## config.mk

```make
export PLATFORM = sky130hd
export DESIGN_NAME = line_token_splitter
export DESIGN_NICKNAME = d
export VERILOG_FILES = /design/src/rtl/lts_pkg.sv /design/src/rtl/line_token_splitter.sv /design/src/rtl/lts_scan.sv
export SDC_FILE = /design/constraint.sdc
export NUM_CORES = 1
export LEC_CHECK = 0
export BUFFER_PORTS_ARGS = -buffer_cell sky130_fd_sc_hd__buf_2
export CAP_MARGIN = 20
export CORE_AREA = 2 2 209 211
export DETAILED_ROUTE_END_ITERATION = 10
export DIE_AREA = 0 0 211 213
export PLACE_DENSITY = 0.72
export SETUP_SLACK_MARGIN = 0.05
export SKIP_CTS_REPAIR_TIMING = 1
export SLEW_MARGIN = 30
export SYNTH_ARGS = -nofsm -noshare
export SYNTH_HDL_FRONTEND = slang
export SYNTH_SLANG_ARGS = --single-unit
```

## constraint.sdc

```tcl
create_clock -name clk -period 5.52 [get_ports clk]
set_input_delay 0 -clock clk [delete_from_list [all_inputs] [get_ports clk]]
set_output_delay 0 -clock clk [all_outputs]
set_load 0.005 [all_outputs]
```

## src/rtl/lts_pkg.sv

```systemverilog
// shared types, character codes and result helpers for the line token splitter
`default_nettype none

package lts_pkg;

  localparam logic [7:0] CH_SPACE  = 8'h20;
  localparam logic [7:0] CH_TAB    = 8'h09;
  localparam logic [7:0] CH_CR     = 8'h0D;
  localparam logic [7:0] CH_LF     = 8'h0A;
  localparam logic [7:0] CH_QUOTE  = 8'h22;
  localparam logic [7:0] CH_BSLASH = 8'h5C;

  localparam logic [15:0] MAX_LINE_LENGTH_RST = 16'd4096;
  localparam logic [13:0] MAX_TOKENS_RST      = 14'd16000;

  localparam logic REG_MAX_LINE_LENGTH = 1'b0;
  localparam logic REG_MAX_TOKENS      = 1'b1;

  localparam logic [1:0] KIND_TOKEN  = 2'd0;
  localparam logic [1:0] KIND_LINE   = 2'd1;
  localparam logic [1:0] KIND_STATUS = 2'd2;

  localparam logic [2:0] ST_EOF        = 3'd0;
  localparam logic [2:0] ST_INCOMPLETE = 3'd1;
  localparam logic [2:0] ST_UNMATCHED  = 3'd2;
  localparam logic [2:0] ST_TOO_LONG   = 3'd3;
  localparam logic [2:0] ST_TOO_MANY   = 3'd4;

  typedef enum logic [3:0] {
    MODE_BETWEEN  = 4'b0001,
    MODE_PLAIN    = 4'b0010,
    MODE_QUOTED   = 4'b0100,
    MODE_AFTER_CR = 4'b1000
  } scan_mode_t;

  typedef struct packed {
    logic [1:0]  kind;
    logic [15:0] token_offset;
    logic [15:0] token_length;
    logic [13:0] token_number;
    logic        was_quoted;
    logic [31:0] line_number;
    logic [2:0]  status;
    logic        last;
  } lts_result_t;

  function automatic lts_result_t make_status(input logic [31:0] line,
                                              input logic [2:0] status);
    lts_result_t r;
    r             = '0;
    r.kind        = KIND_STATUS;
    r.line_number = line;
    r.status      = status;
    return r;
  endfunction

  function automatic lts_result_t make_line_end(input logic [31:0] line,
                                                input logic [13:0] count);
    lts_result_t r;
    r              = '0;
    r.kind         = KIND_LINE;
    r.line_number  = line;
    r.token_number = count;
    return r;
  endfunction

endpackage

`default_nettype wire

```

## src/rtl/line_token_splitter.sv

```systemverilog
// line token splitter: byte stream in, token, line end and status transactions out
// path: an accepted byte goes to the input register, through the scan step into the result queue, then out
// throughput: one byte per cycle while the queue has room for two results, set by the
//   combinational scan step between the input register and the four-entry result queue;
//   a byte ending a token and its line yields two transactions, sent one per unstalled cycle
// reset: synchronous active-low; clears state, restores register defaults, empties the queue
`default_nettype none

module line_token_splitter #(
  parameter int unsigned LINE_OFFSET_BITS = 16,
  parameter int unsigned TOKEN_COUNT_BITS = 14
) (
  input  wire logic        clk,
  input  wire logic        rst_n,
  input  wire logic        cfg_wr_en,
  input  wire logic        cfg_addr,
  input  wire logic [15:0] cfg_wdata,
  input  wire logic        in_valid,
  output logic             in_stall,
  input  wire logic [7:0]  in_data_byte,
  input  wire logic        in_end_of_input,
  output logic             out_valid,
  input  wire logic        out_stall,
  output logic [1:0]       out_kind,
  output logic [15:0]      out_token_offset,
  output logic [15:0]      out_token_length,
  output logic [13:0]      out_token_number,
  output logic             out_was_quoted,
  output logic [31:0]      out_line_number,
  output logic [2:0]       out_status,
  output logic             out_last
);
  import lts_pkg::*;

  logic [15:0] max_len_r;
  logic [13:0] max_tok_r;

  logic        in_v_r;
  logic        in_v_nxt;
  logic [7:0]  in_byte_r;
  logic        in_eoi_r;
  logic        in_acc;
  logic        proc;

  logic                        stopped_r;
  logic                        stopped_nxt;
  scan_mode_t                  mode_r;
  scan_mode_t                  mode_nxt;
  logic [7:0]                  prev_r;
  logic [7:0]                  prev_nxt;
  logic [LINE_OFFSET_BITS-1:0] line_off_r;
  logic [LINE_OFFSET_BITS-1:0] line_off_nxt;
  logic [LINE_OFFSET_BITS-1:0] tok_start_r;
  logic [LINE_OFFSET_BITS-1:0] tok_start_nxt;
  logic [TOKEN_COUNT_BITS-1:0] tok_cnt_r;
  logic [TOKEN_COUNT_BITS-1:0] tok_cnt_nxt;
  logic [31:0]                 line_cnt_r;
  logic [31:0]                 line_cnt_nxt;

  logic [1:0]  n_res;
  lts_result_t res0;
  lts_result_t res1;

  lts_result_t fifo_r [4];
  logic [1:0]  wr_ptr_r;
  logic [1:0]  wr_ptr_nxt;
  logic [1:0]  rd_ptr_r;
  logic [1:0]  rd_ptr_nxt;
  logic [2:0]  cnt_r;
  logic [2:0]  cnt_nxt;
  logic [1:0]  push;
  logic        pop;
  lts_result_t head;

  // room for two results regardless of the output side
  assign proc     = in_v_r && (cnt_r <= 3'd2);
  assign in_stall = in_v_r && !proc;
  assign in_acc   = in_valid && !in_stall;
  assign in_v_nxt = in_acc ? 1'b1 : (proc ? 1'b0 : in_v_r);

  always_ff @(posedge clk) begin
    if (!rst_n) begin
      max_len_r <= MAX_LINE_LENGTH_RST;
      max_tok_r <= MAX_TOKENS_RST;
    end else if (cfg_wr_en) begin
      case (cfg_addr)
        REG_MAX_LINE_LENGTH: max_len_r <= cfg_wdata;
        REG_MAX_TOKENS:      max_tok_r <= cfg_wdata[13:0];
        default: ;
      endcase
    end
  end

  always_ff @(posedge clk) begin
    if (!rst_n) begin
      in_v_r <= 1'b0;
    end else begin
      in_v_r <= in_v_nxt;
    end
  end

  always_ff @(posedge clk) begin
    if (in_acc) begin
      in_byte_r <= in_data_byte;
      in_eoi_r  <= in_end_of_input;
    end
  end

  lts_scan #(
    .LINE_OFFSET_BITS(LINE_OFFSET_BITS),
    .TOKEN_COUNT_BITS(TOKEN_COUNT_BITS)
  ) u_scan (
    .stopped_i   (stopped_r),
    .mode_i      (mode_r),
    .prev_i      (prev_r),
    .line_off_i  (line_off_r),
    .tok_start_i (tok_start_r),
    .tok_cnt_i   (tok_cnt_r),
    .line_cnt_i  (line_cnt_r),
    .max_len_i   (max_len_r),
    .max_tok_i   (max_tok_r),
    .byte_i      (in_byte_r),
    .eoi_i       (in_eoi_r),
    .stopped_o   (stopped_nxt),
    .mode_o      (mode_nxt),
    .prev_o      (prev_nxt),
    .line_off_o  (line_off_nxt),
    .tok_start_o (tok_start_nxt),
    .tok_cnt_o   (tok_cnt_nxt),
    .line_cnt_o  (line_cnt_nxt),
    .n_o         (n_res),
    .res0_o      (res0),
    .res1_o      (res1)
  );

  always_ff @(posedge clk) begin
    if (!rst_n) begin
      stopped_r   <= 1'b0;
      mode_r      <= MODE_BETWEEN;
      prev_r      <= '0;
      line_off_r  <= '0;
      tok_start_r <= '0;
      tok_cnt_r   <= '0;
      line_cnt_r  <= 32'd1;
    end else if (proc) begin
      stopped_r   <= stopped_nxt;
      mode_r      <= mode_nxt;
      prev_r      <= prev_nxt;
      line_off_r  <= line_off_nxt;
      tok_start_r <= tok_start_nxt;
      tok_cnt_r   <= tok_cnt_nxt;
      line_cnt_r  <= line_cnt_nxt;
    end
  end

  // result queue
  assign push       = proc ? n_res : 2'd0;
  assign pop        = (cnt_r != 3'd0) && !out_stall;
  assign wr_ptr_nxt = wr_ptr_r + push;
  assign rd_ptr_nxt = rd_ptr_r + {1'b0, pop};
  assign cnt_nxt    = cnt_r + {1'b0, push} - {2'b00, pop};

  always_ff @(posedge clk) begin
    if (!rst_n) begin
      wr_ptr_r <= '0;
      rd_ptr_r <= '0;
      cnt_r    <= '0;
    end else begin
      wr_ptr_r <= wr_ptr_nxt;
      rd_ptr_r <= rd_ptr_nxt;
      cnt_r    <= cnt_nxt;
    end
  end

  always_ff @(posedge clk) begin
    if (push != 2'd0) begin
      fifo_r[wr_ptr_r] <= res0;
    end
    if (push == 2'd2) begin
      fifo_r[wr_ptr_r + 2'd1] <= res1;
    end
  end

  assign head             = fifo_r[rd_ptr_r];
  assign out_valid        = (cnt_r != 3'd0);
  assign out_kind         = head.kind;
  assign out_token_offset = head.token_offset;
  assign out_token_length = head.token_length;
  assign out_token_number = head.token_number;
  assign out_was_quoted   = head.was_quoted;
  assign out_line_number  = head.line_number;
  assign out_status       = head.status;
  assign out_last         = head.last;

endmodule

`default_nettype wire

```

## src/rtl/lts_scan.sv

```systemverilog
// per-byte scan step: next tokenizer state and up to two results
`default_nettype none

module lts_scan #(
  parameter int unsigned LINE_OFFSET_BITS = 16,
  parameter int unsigned TOKEN_COUNT_BITS = 14
) (
  input  wire logic                        stopped_i,
  input  lts_pkg::scan_mode_t              mode_i,
  input  wire logic [7:0]                  prev_i,
  input  wire logic [LINE_OFFSET_BITS-1:0] line_off_i,
  input  wire logic [LINE_OFFSET_BITS-1:0] tok_start_i,
  input  wire logic [TOKEN_COUNT_BITS-1:0] tok_cnt_i,
  input  wire logic [31:0]                 line_cnt_i,
  input  wire logic [15:0]                 max_len_i,
  input  wire logic [13:0]                 max_tok_i,
  input  wire logic [7:0]                  byte_i,
  input  wire logic                        eoi_i,
  output logic                             stopped_o,
  output lts_pkg::scan_mode_t              mode_o,
  output logic [7:0]                       prev_o,
  output logic [LINE_OFFSET_BITS-1:0]      line_off_o,
  output logic [LINE_OFFSET_BITS-1:0]      tok_start_o,
  output logic [TOKEN_COUNT_BITS-1:0]      tok_cnt_o,
  output logic [31:0]                      line_cnt_o,
  output logic [1:0]                       n_o,
  output lts_pkg::lts_result_t             res0_o,
  output lts_pkg::lts_result_t             res1_o
);
  import lts_pkg::*;

  localparam int unsigned CW = (LINE_OFFSET_BITS > 16) ? LINE_OFFSET_BITS : 16;
  localparam int unsigned TW = (TOKEN_COUNT_BITS > 14) ? TOKEN_COUNT_BITS : 14;

  logic [LINE_OFFSET_BITS-1:0] tok_len;
  logic [CW-1:0]               tok_start_ext;
  logic [CW-1:0]               tok_len_ext;
  logic [TOKEN_COUNT_BITS-1:0] tok_cnt_inc;
  logic [TW-1:0]               tok_cnt_ext;
  logic [TW-1:0]               tok_inc_ext;
  logic                        tok_full;
  logic                        len_full;
  logic                        is_term;
  logic                        is_sep;
  logic                        at_start;
  scan_mode_t                  mode_e;
  lts_result_t                 tok_res;

  assign tok_len       = line_off_i - tok_start_i;
  assign tok_start_ext = CW'(tok_start_i);
  assign tok_len_ext   = CW'(tok_len);
  assign tok_cnt_inc   = tok_cnt_i + 1'b1;
  assign tok_cnt_ext   = TW'(tok_cnt_i);
  assign tok_inc_ext   = TW'(tok_cnt_inc);
  assign tok_full      = (tok_cnt_ext >= TW'(max_tok_i)) || (&tok_cnt_i);
  assign len_full      = (CW'(line_off_i) >= CW'(max_len_i)) || (&line_off_i);
  assign is_term       = (byte_i == CH_CR) || (byte_i == CH_LF);
  assign is_sep        = (byte_i == CH_SPACE) || (byte_i == CH_TAB);
  assign mode_e        = (mode_i == MODE_AFTER_CR) ? MODE_BETWEEN : mode_i;
  assign at_start      = (mode_i == MODE_AFTER_CR) ||
                         ((mode_i == MODE_BETWEEN) && (line_off_i == '0));

  always_comb begin
    tok_res              = '0;
    tok_res.kind         = KIND_TOKEN;
    tok_res.token_offset = tok_start_ext[15:0];
    tok_res.token_length = tok_len_ext[15:0];
    tok_res.token_number = tok_cnt_ext[13:0];
    tok_res.was_quoted   = (mode_e == MODE_QUOTED);
    tok_res.line_number  = line_cnt_i;
  end

  always_comb begin
    stopped_o   = stopped_i;
    mode_o      = mode_i;
    prev_o      = prev_i;
    line_off_o  = line_off_i;
    tok_start_o = tok_start_i;
    tok_cnt_o   = tok_cnt_i;
    line_cnt_o  = line_cnt_i;
    n_o         = 2'd0;
    res0_o      = '0;
    res1_o      = '0;
    if (!stopped_i) begin
      if (eoi_i) begin
        res0_o    = make_status(line_cnt_i, at_start ? ST_EOF : ST_INCOMPLETE);
        n_o       = 2'd1;
        stopped_o = 1'b1;
      end else if ((mode_i == MODE_AFTER_CR) && (byte_i == CH_LF)) begin
        mode_o = MODE_BETWEEN;
        prev_o = byte_i;
      end else if (is_term) begin
        if (mode_e == MODE_QUOTED) begin
          res0_o    = make_status(line_cnt_i, ST_UNMATCHED);
          n_o       = 2'd1;
          stopped_o = 1'b1;
        end else if ((mode_e == MODE_PLAIN) && tok_full) begin
          res0_o    = make_status(line_cnt_i, ST_TOO_MANY);
          n_o       = 2'd1;
          stopped_o = 1'b1;
        end else begin
          if (mode_e == MODE_PLAIN) begin
            res0_o = tok_res;
            res1_o = make_line_end(line_cnt_i, tok_inc_ext[13:0]);
            n_o    = 2'd2;
          end else begin
            res0_o = make_line_end(line_cnt_i, tok_cnt_ext[13:0]);
            n_o    = 2'd1;
          end
          line_cnt_o  = line_cnt_i + 32'd1;
          line_off_o  = '0;
          tok_start_o = '0;
          tok_cnt_o   = '0;
          mode_o      = (byte_i == CH_CR) ? MODE_AFTER_CR : MODE_BETWEEN;
          prev_o      = byte_i;
        end
      end else if (len_full) begin
        res0_o    = make_status(line_cnt_i, ST_TOO_LONG);
        n_o       = 2'd1;
        stopped_o = 1'b1;
      end else begin
        line_off_o = line_off_i + 1'b1;
        prev_o     = byte_i;
        mode_o     = mode_e;
        case (mode_e)
          MODE_BETWEEN: begin
            if (byte_i == CH_QUOTE) begin
              mode_o      = MODE_QUOTED;
              tok_start_o = line_off_i + 1'b1;
            end else if (!is_sep) begin
              mode_o      = MODE_PLAIN;
              tok_start_o = line_off_i;
            end
          end
          MODE_PLAIN: begin
            if (is_sep) begin
              if (tok_full) begin
                res0_o    = make_status(line_cnt_i, ST_TOO_MANY);
                stopped_o = 1'b1;
              end else begin
                res0_o    = tok_res;
                tok_cnt_o = tok_cnt_inc;
                mode_o    = MODE_BETWEEN;
              end
              n_o = 2'd1;
            end
          end
          MODE_QUOTED: begin
            if ((byte_i == CH_QUOTE) && (prev_i != CH_BSLASH)) begin
              if (tok_full) begin
                res0_o    = make_status(line_cnt_i, ST_TOO_MANY);
                stopped_o = 1'b1;
              end else begin
                res0_o    = tok_res;
                tok_cnt_o = tok_cnt_inc;
                mode_o    = MODE_BETWEEN;
              end
              n_o = 2'd1;
            end
          end
          default: begin
            mode_o = MODE_BETWEEN;
          end
        endcase
      end
    end
    res0_o.last = (n_o == 2'd1);
    res1_o.last = (n_o == 2'd2);
  end

endmodule

`default_nettype wire

```

==> out/qor_table.md <==
| Metric | This run | Unit |
|:---|:---|:---|
| Result of the run | finished, final reports clean | - |
| # rows | 76 | - |
| Buffers and inverters on the worst path | 2 | - |
| CTS clock-pin slew for the worst setup and hold paths | 0.06 | ns |
| R2r endpoint | fifo_r[0][15] | - |
| Crit-path max FO | 47 | - |
| Total GRT Usage | 25.6 | % |
| Power density relative to cell area | 317 | nW/µm² |
| Net Sw Frac | 24.9 | % |
| Grt met1 use | 34.4 | % |
| CP most frequent cell | sky130_fd_sc_hd__nand3_1 | - |
| Flop2flop setup slack | 1.04 | ns |
| Largest net degree at the start of global routing | 84 | - |
| Compound-Gate Fraction of Synth Area | 11.1 | % |
| Share of layout cells above drive strength 1 | 15.8 | % |
| Pin slew with the least headroom to its limit | 0.921 | ns |
| Max H-tree Level | 2 | - |
| Ant. Diodes | 0 | - |
| Switching power total | 0.00207 | W |
| Top-Level Pins | 118 | - |
| Post-synthesis share of cell area spent on and, or, nand and nor gates | 14.7 | % |
| Post-synthesis sequential element count | 478 | - |
| TritonCTS clock tree | yes | - |
| Worst hold path type | primary input to flip-flop | - |
| Clk root buf | sky130_fd_sc_hd__clkbuf_16 | - |
| Ys async rst share | 0 | % |
| Critical-path cell with the highest stage delay | sky130_fd_sc_hd__dfxtp_1 | - |
| Worst reg2reg startpoint | tok_cnt_r[5] | - |
| # placed instances | 2699 | - |
| Final layout net count | 2327 | - |
| Final total negative setup slack | 0 | ns |
| DRC violations left | 0 | - |
| Hold violation count in the final report | 0 | - |
| Cell chain of the critical path | ha_1 -> nand3_1 -> a31oi_1 -> o41ai_1 -> nand3_1 -> nor3_2 -> inv_1 -> a21o_4 -> nand2_2 -> buf_4 | - |
| Layout overhead on the synthesized area | 12.5 | % |
| Largest family of logic cells by synthesized area | multiplexers | - |
| Dpl hpwl | 36400 | µm |
| Adder-Cell Fraction of Synth Area | 3.07 | % |
| Proportion of power drawn by combinational gates | 13.4 | % |
| Largest clock skew in the final design | 0.0252 | ns |
| Number of antenna violations at the first check in global routing | 0 | - |
| Reported max-cap violation count | 0 | - |
| Final count of negative-setup-slack endpoints | 0 | - |
| Proportion of power drawn by the clock network | 39.7 | % |
| Clock period minus final worst setup slack | 4.48 | ns |
| Peak supply drop | 0.257 | mV |
| Global-route track usage on met2 | 42.9 | % |
| Instance count of the mapped netlist | 2161 | - |
| Vias in the first global route | 16700 | - |
| Filler-free cell count of the finished design | 2824 | - |
| Largest delay share family, worst path | compound AO/OA/AOI/OAI gates | - |
| Distinct cell type count of the synthesized netlist | 85 | - |
| Startpoint of the most critical hold path | in_data_byte[3] | - |
| Wire length of the first global-routing pass | 91000 | µm |
| Leading register cell type out of synthesis | sky130_fd_sc_hd__dfxtp_1 | - |
| Smallest setup slack after layout | 1.04 | ns |
| Starting Density | 54.6 | % |
| Proportion of synthesized chip area in sequential cells | 49.7 | % |
| Capturing element type of the critical path | flip-flop | - |
| Area share of xor/xnor cells in the synthesized design | 2.22 | % |
| Arrival time of the worst setup path | 4.69 | ns |
| Worst slack after detailed placement | 0.978 | ns |
| Number of routed nets with antenna violations | 0 | - |
| Data required time of the worst path | 5.73 | ns |
| Leakage | 9.95 | nW |
| Post-Layout Inst Area | 26200 | µm² |
| Startpoint type of the worst setup path | flip-flop | - |
| Core Region | 42700 | µm² |
| Number of enable-type register cells in the synthesized netlist | 201 | - |
| Final GP Congestion | 0.900 | - |
| Overflow left after global routing | 0 | - |
| Hold Path End | in_byte_r[3] | - |
| Count of pins over their slew limit | 0 | - |
| Filler cells | 3338 | - |
| Number of iterations in the first detailed-routing pass | 7 | - |
| Sequential power share | 46.8 | % |
| Multiplexer area fraction after synthesis | 15.0 | % |
| Category of the most critical setup path | flip-flop to flip-flop | - |
| Synthesized area | 23300 | µm² |
| Full die area | 44900 | µm² |
| Wire length reported by the detailed router | 58000 | µm |
| Port-buffer cells | 117 | - |
| Maximum clock frequency | 223 | MHz |
| Maximum buffer depth of the clock tree | 3 | - |
| Post-synthesis net count | 2248 | - |
| Max_slew headroom | 38.0 | % |
| Mean routed wirelength per cell | 20.5 | µm |
| Via count normalized by instance count | 6.05 | - |
| Final critical-path share of the clock period | 81.1 | % |
| Yosys warns | 0 | - |
| Clk Latency, worst-skew pair | 0.59 | ns |
| Total number of vias | 17100 | - |
| Die Span Y | 213 | µm |
| Synth Area per Inst | 10.8 | µm² |
| Setup repair after global routing missed its margin | false | - |
| Die width | 211 | µm |
| Length in cells of the worst reg-to-reg path | 10 | - |
| Clk sink count | 478 | - |
| Busiest grt layer | met2 | - |
| Internal power summed over all cells | 0.00623 | W |
| Initial drt markers | 1543 | - |
| Placed instance area | 24200 | µm² |
| TritonCTS buffer count | 47 | - |
| Met3 global-route usage | 3.72 | % |
| Hold path depth | 2 | - |
| Highest cell delay on the worst timing path | 0.61 | ns |
-- layout make-up --
cell class              instances  area [µm²]  area share, %
clock inverters                30         318           1.21
multi-input cells            1454       10800           41.3
repair buffers                183        1230           4.70
clock buffers                  57        1260           4.82
inverters                      76         293           1.12
well taps                     546         683           2.61
flip-flops and latches        478       11600           44.2
-- how the worst max path moves through the flow --
stage                      start            end  depth (start not counted)
global placement    tok_cnt_r[5]  fifo_r[0][10]                         10
global route        tok_cnt_r[5]  fifo_r[0][46]                         10
floorplan           tok_cnt_r[0]   fifo_r[2][0]                         14
detailed placement  tok_cnt_r[5]  fifo_r[2][46]                         10
finish              tok_cnt_r[5]  fifo_r[0][15]                         10
CTS                 tok_cnt_r[5]  fifo_r[2][46]                         10
-- metal layers --
layer	wire [µm]	part of all wire, %
met5	0	0
met4	1420	2.4
met3	3550	6.1
met2	28000	48
met1	25000	43
-- layout by cell type, fill, tap and decap left out, types with 15 or more instances in the layout --
cell type,count
sky130_fd_sc_hd__buf_4,23
sky130_fd_sc_hd__nand3_1,52
sky130_fd_sc_hd__mux4_2,85
sky130_fd_sc_hd__edfxtp_1,201
sky130_fd_sc_hd__nor3_1,24
sky130_fd_sc_hd__nand2_1,309
sky130_fd_sc_hd__a21o_1,28
sky130_fd_sc_hd__and3_1,15
sky130_fd_sc_hd__clkbuf_16,47
sky130_fd_sc_hd__and2_1,78
sky130_fd_sc_hd__a21boi_0,54
sky130_fd_sc_hd__dfxtp_1,275
sky130_fd_sc_hd__inv_1,73
sky130_fd_sc_hd__or3_1,27
sky130_fd_sc_hd__xor2_1,27
sky130_fd_sc_hd__nor2_1,121
sky130_fd_sc_hd__a221o_1,20
sky130_fd_sc_hd__a32o_1,20
sky130_fd_sc_hd__dlygate4sd3_1,37
sky130_fd_sc_hd__buf_2,117
sky130_fd_sc_hd__mux2i_1,153
sky130_fd_sc_hd__ha_1,54
sky130_fd_sc_hd__xnor2_1,32
sky130_fd_sc_hd__nand2b_1,16
sky130_fd_sc_hd__o21ai_0,47
sky130_fd_sc_hd__a21oi_1,128
-- cells in the mapped netlist (all sizes together), types with 5 or more instances --
cell / count / area share [%]
or2: 6 / 0.16
nor4b: 5 / 0.19
a21boi: 55 / 1.8
mux4: 85 / 8.2
a221o: 20 / 0.86
o21ai: 51 / 1.1
o211ai: 12 / 0.39
dfxtp: 277 / 24
o41ai: 5 / 0.19
a21oi: 131 / 2.8
or3b: 5 / 0.19
a21o: 32 / 1.0
nand4: 15 / 0.43
o21a: 5 / 0.16
inv: 75 / 1.2
and2: 79 / 2.1
nor2: 122 / 2.0
edfxtp: 201 / 26
and3: 15 / 0.40
xnor2: 32 / 1.2
nand2b: 16 / 0.43
nor2b: 12 / 0.32
nand3: 53 / 1.1
o22ai: 8 / 0.24
a32o: 20 / 0.86
clkbuf: 99 / 1.6
a31oi: 5 / 0.13
o2111ai: 5 / 0.19
ha: 54 / 2.9
mux2i: 153 / 6.6
a2111oi: 5 / 0.30
nor4: 7 / 0.21
mux2: 5 / 0.24
nor3: 27 / 0.62
or3: 27 / 0.73
buf: 54 / 1.4
xor2: 27 / 1.0
nand2: 311 / 5.0
-- cells by family (layout without fill, tap and decap cells) --
group	count (synthesis)	after routing
buffers and inverters	229	346
xor gates and xnor gates	59	59
DFF	478	478
AOI/OAI and AO/OA	377	377
adders and majority gates	56	56
and+or+nand+nor	719	719
muxes	243	243
-- through the flow --
stage	utilization, %	total power (W)	hold slack [ns]
final	61.3	0.00830	0.130
after global routing	61.3	0.00859	0.123
after CTS	60.4	0.00834	-0.427
after detailed placement	56.7	0.00506	0.179
after global placement	56.6	0.00504	0.177
after floorplan	-	0.00468	0.0989
-- state kept, by name (all words and copies together) (netlist names), 2 cells and up --
signal	flops
cnt_r	3
fifo_r	340
in_byte_r	8
line_cnt_r	32
line_off_r	16
max_len_r	16
max_tok_r	14
mode_r	4
prev_r	8
rd_ptr_r	2
tok_cnt_r	14
tok_start_r	16
wr_ptr_r	2
-- worst register-to-register path: cells and delay by family (launching register included) --
kind	cells	cell delay, ns
flops	1	0.61
compound gates	3	1.09
buf+inv	2	1.03
simple gates	4	1.02
fa+ha+maj	1	0.34
-- power groups by stage --
stage | Clock, W | Combinational (W) | Sequential, W
2_1_floorplan | 0 | 0.000796 | 0.00388
3_3_place_gp | 0 | 0.00106 | 0.00398
3_5_place_dp | 0 | 0.00108 | 0.00399
4_1_cts | 0.00334 | 0.00108 | 0.00391
5_1_grt | 0.00348 | 0.00120 | 0.00390
6_report | 0.00330 | 0.00111 | 0.00389
(Power assumes the default switching activity.)
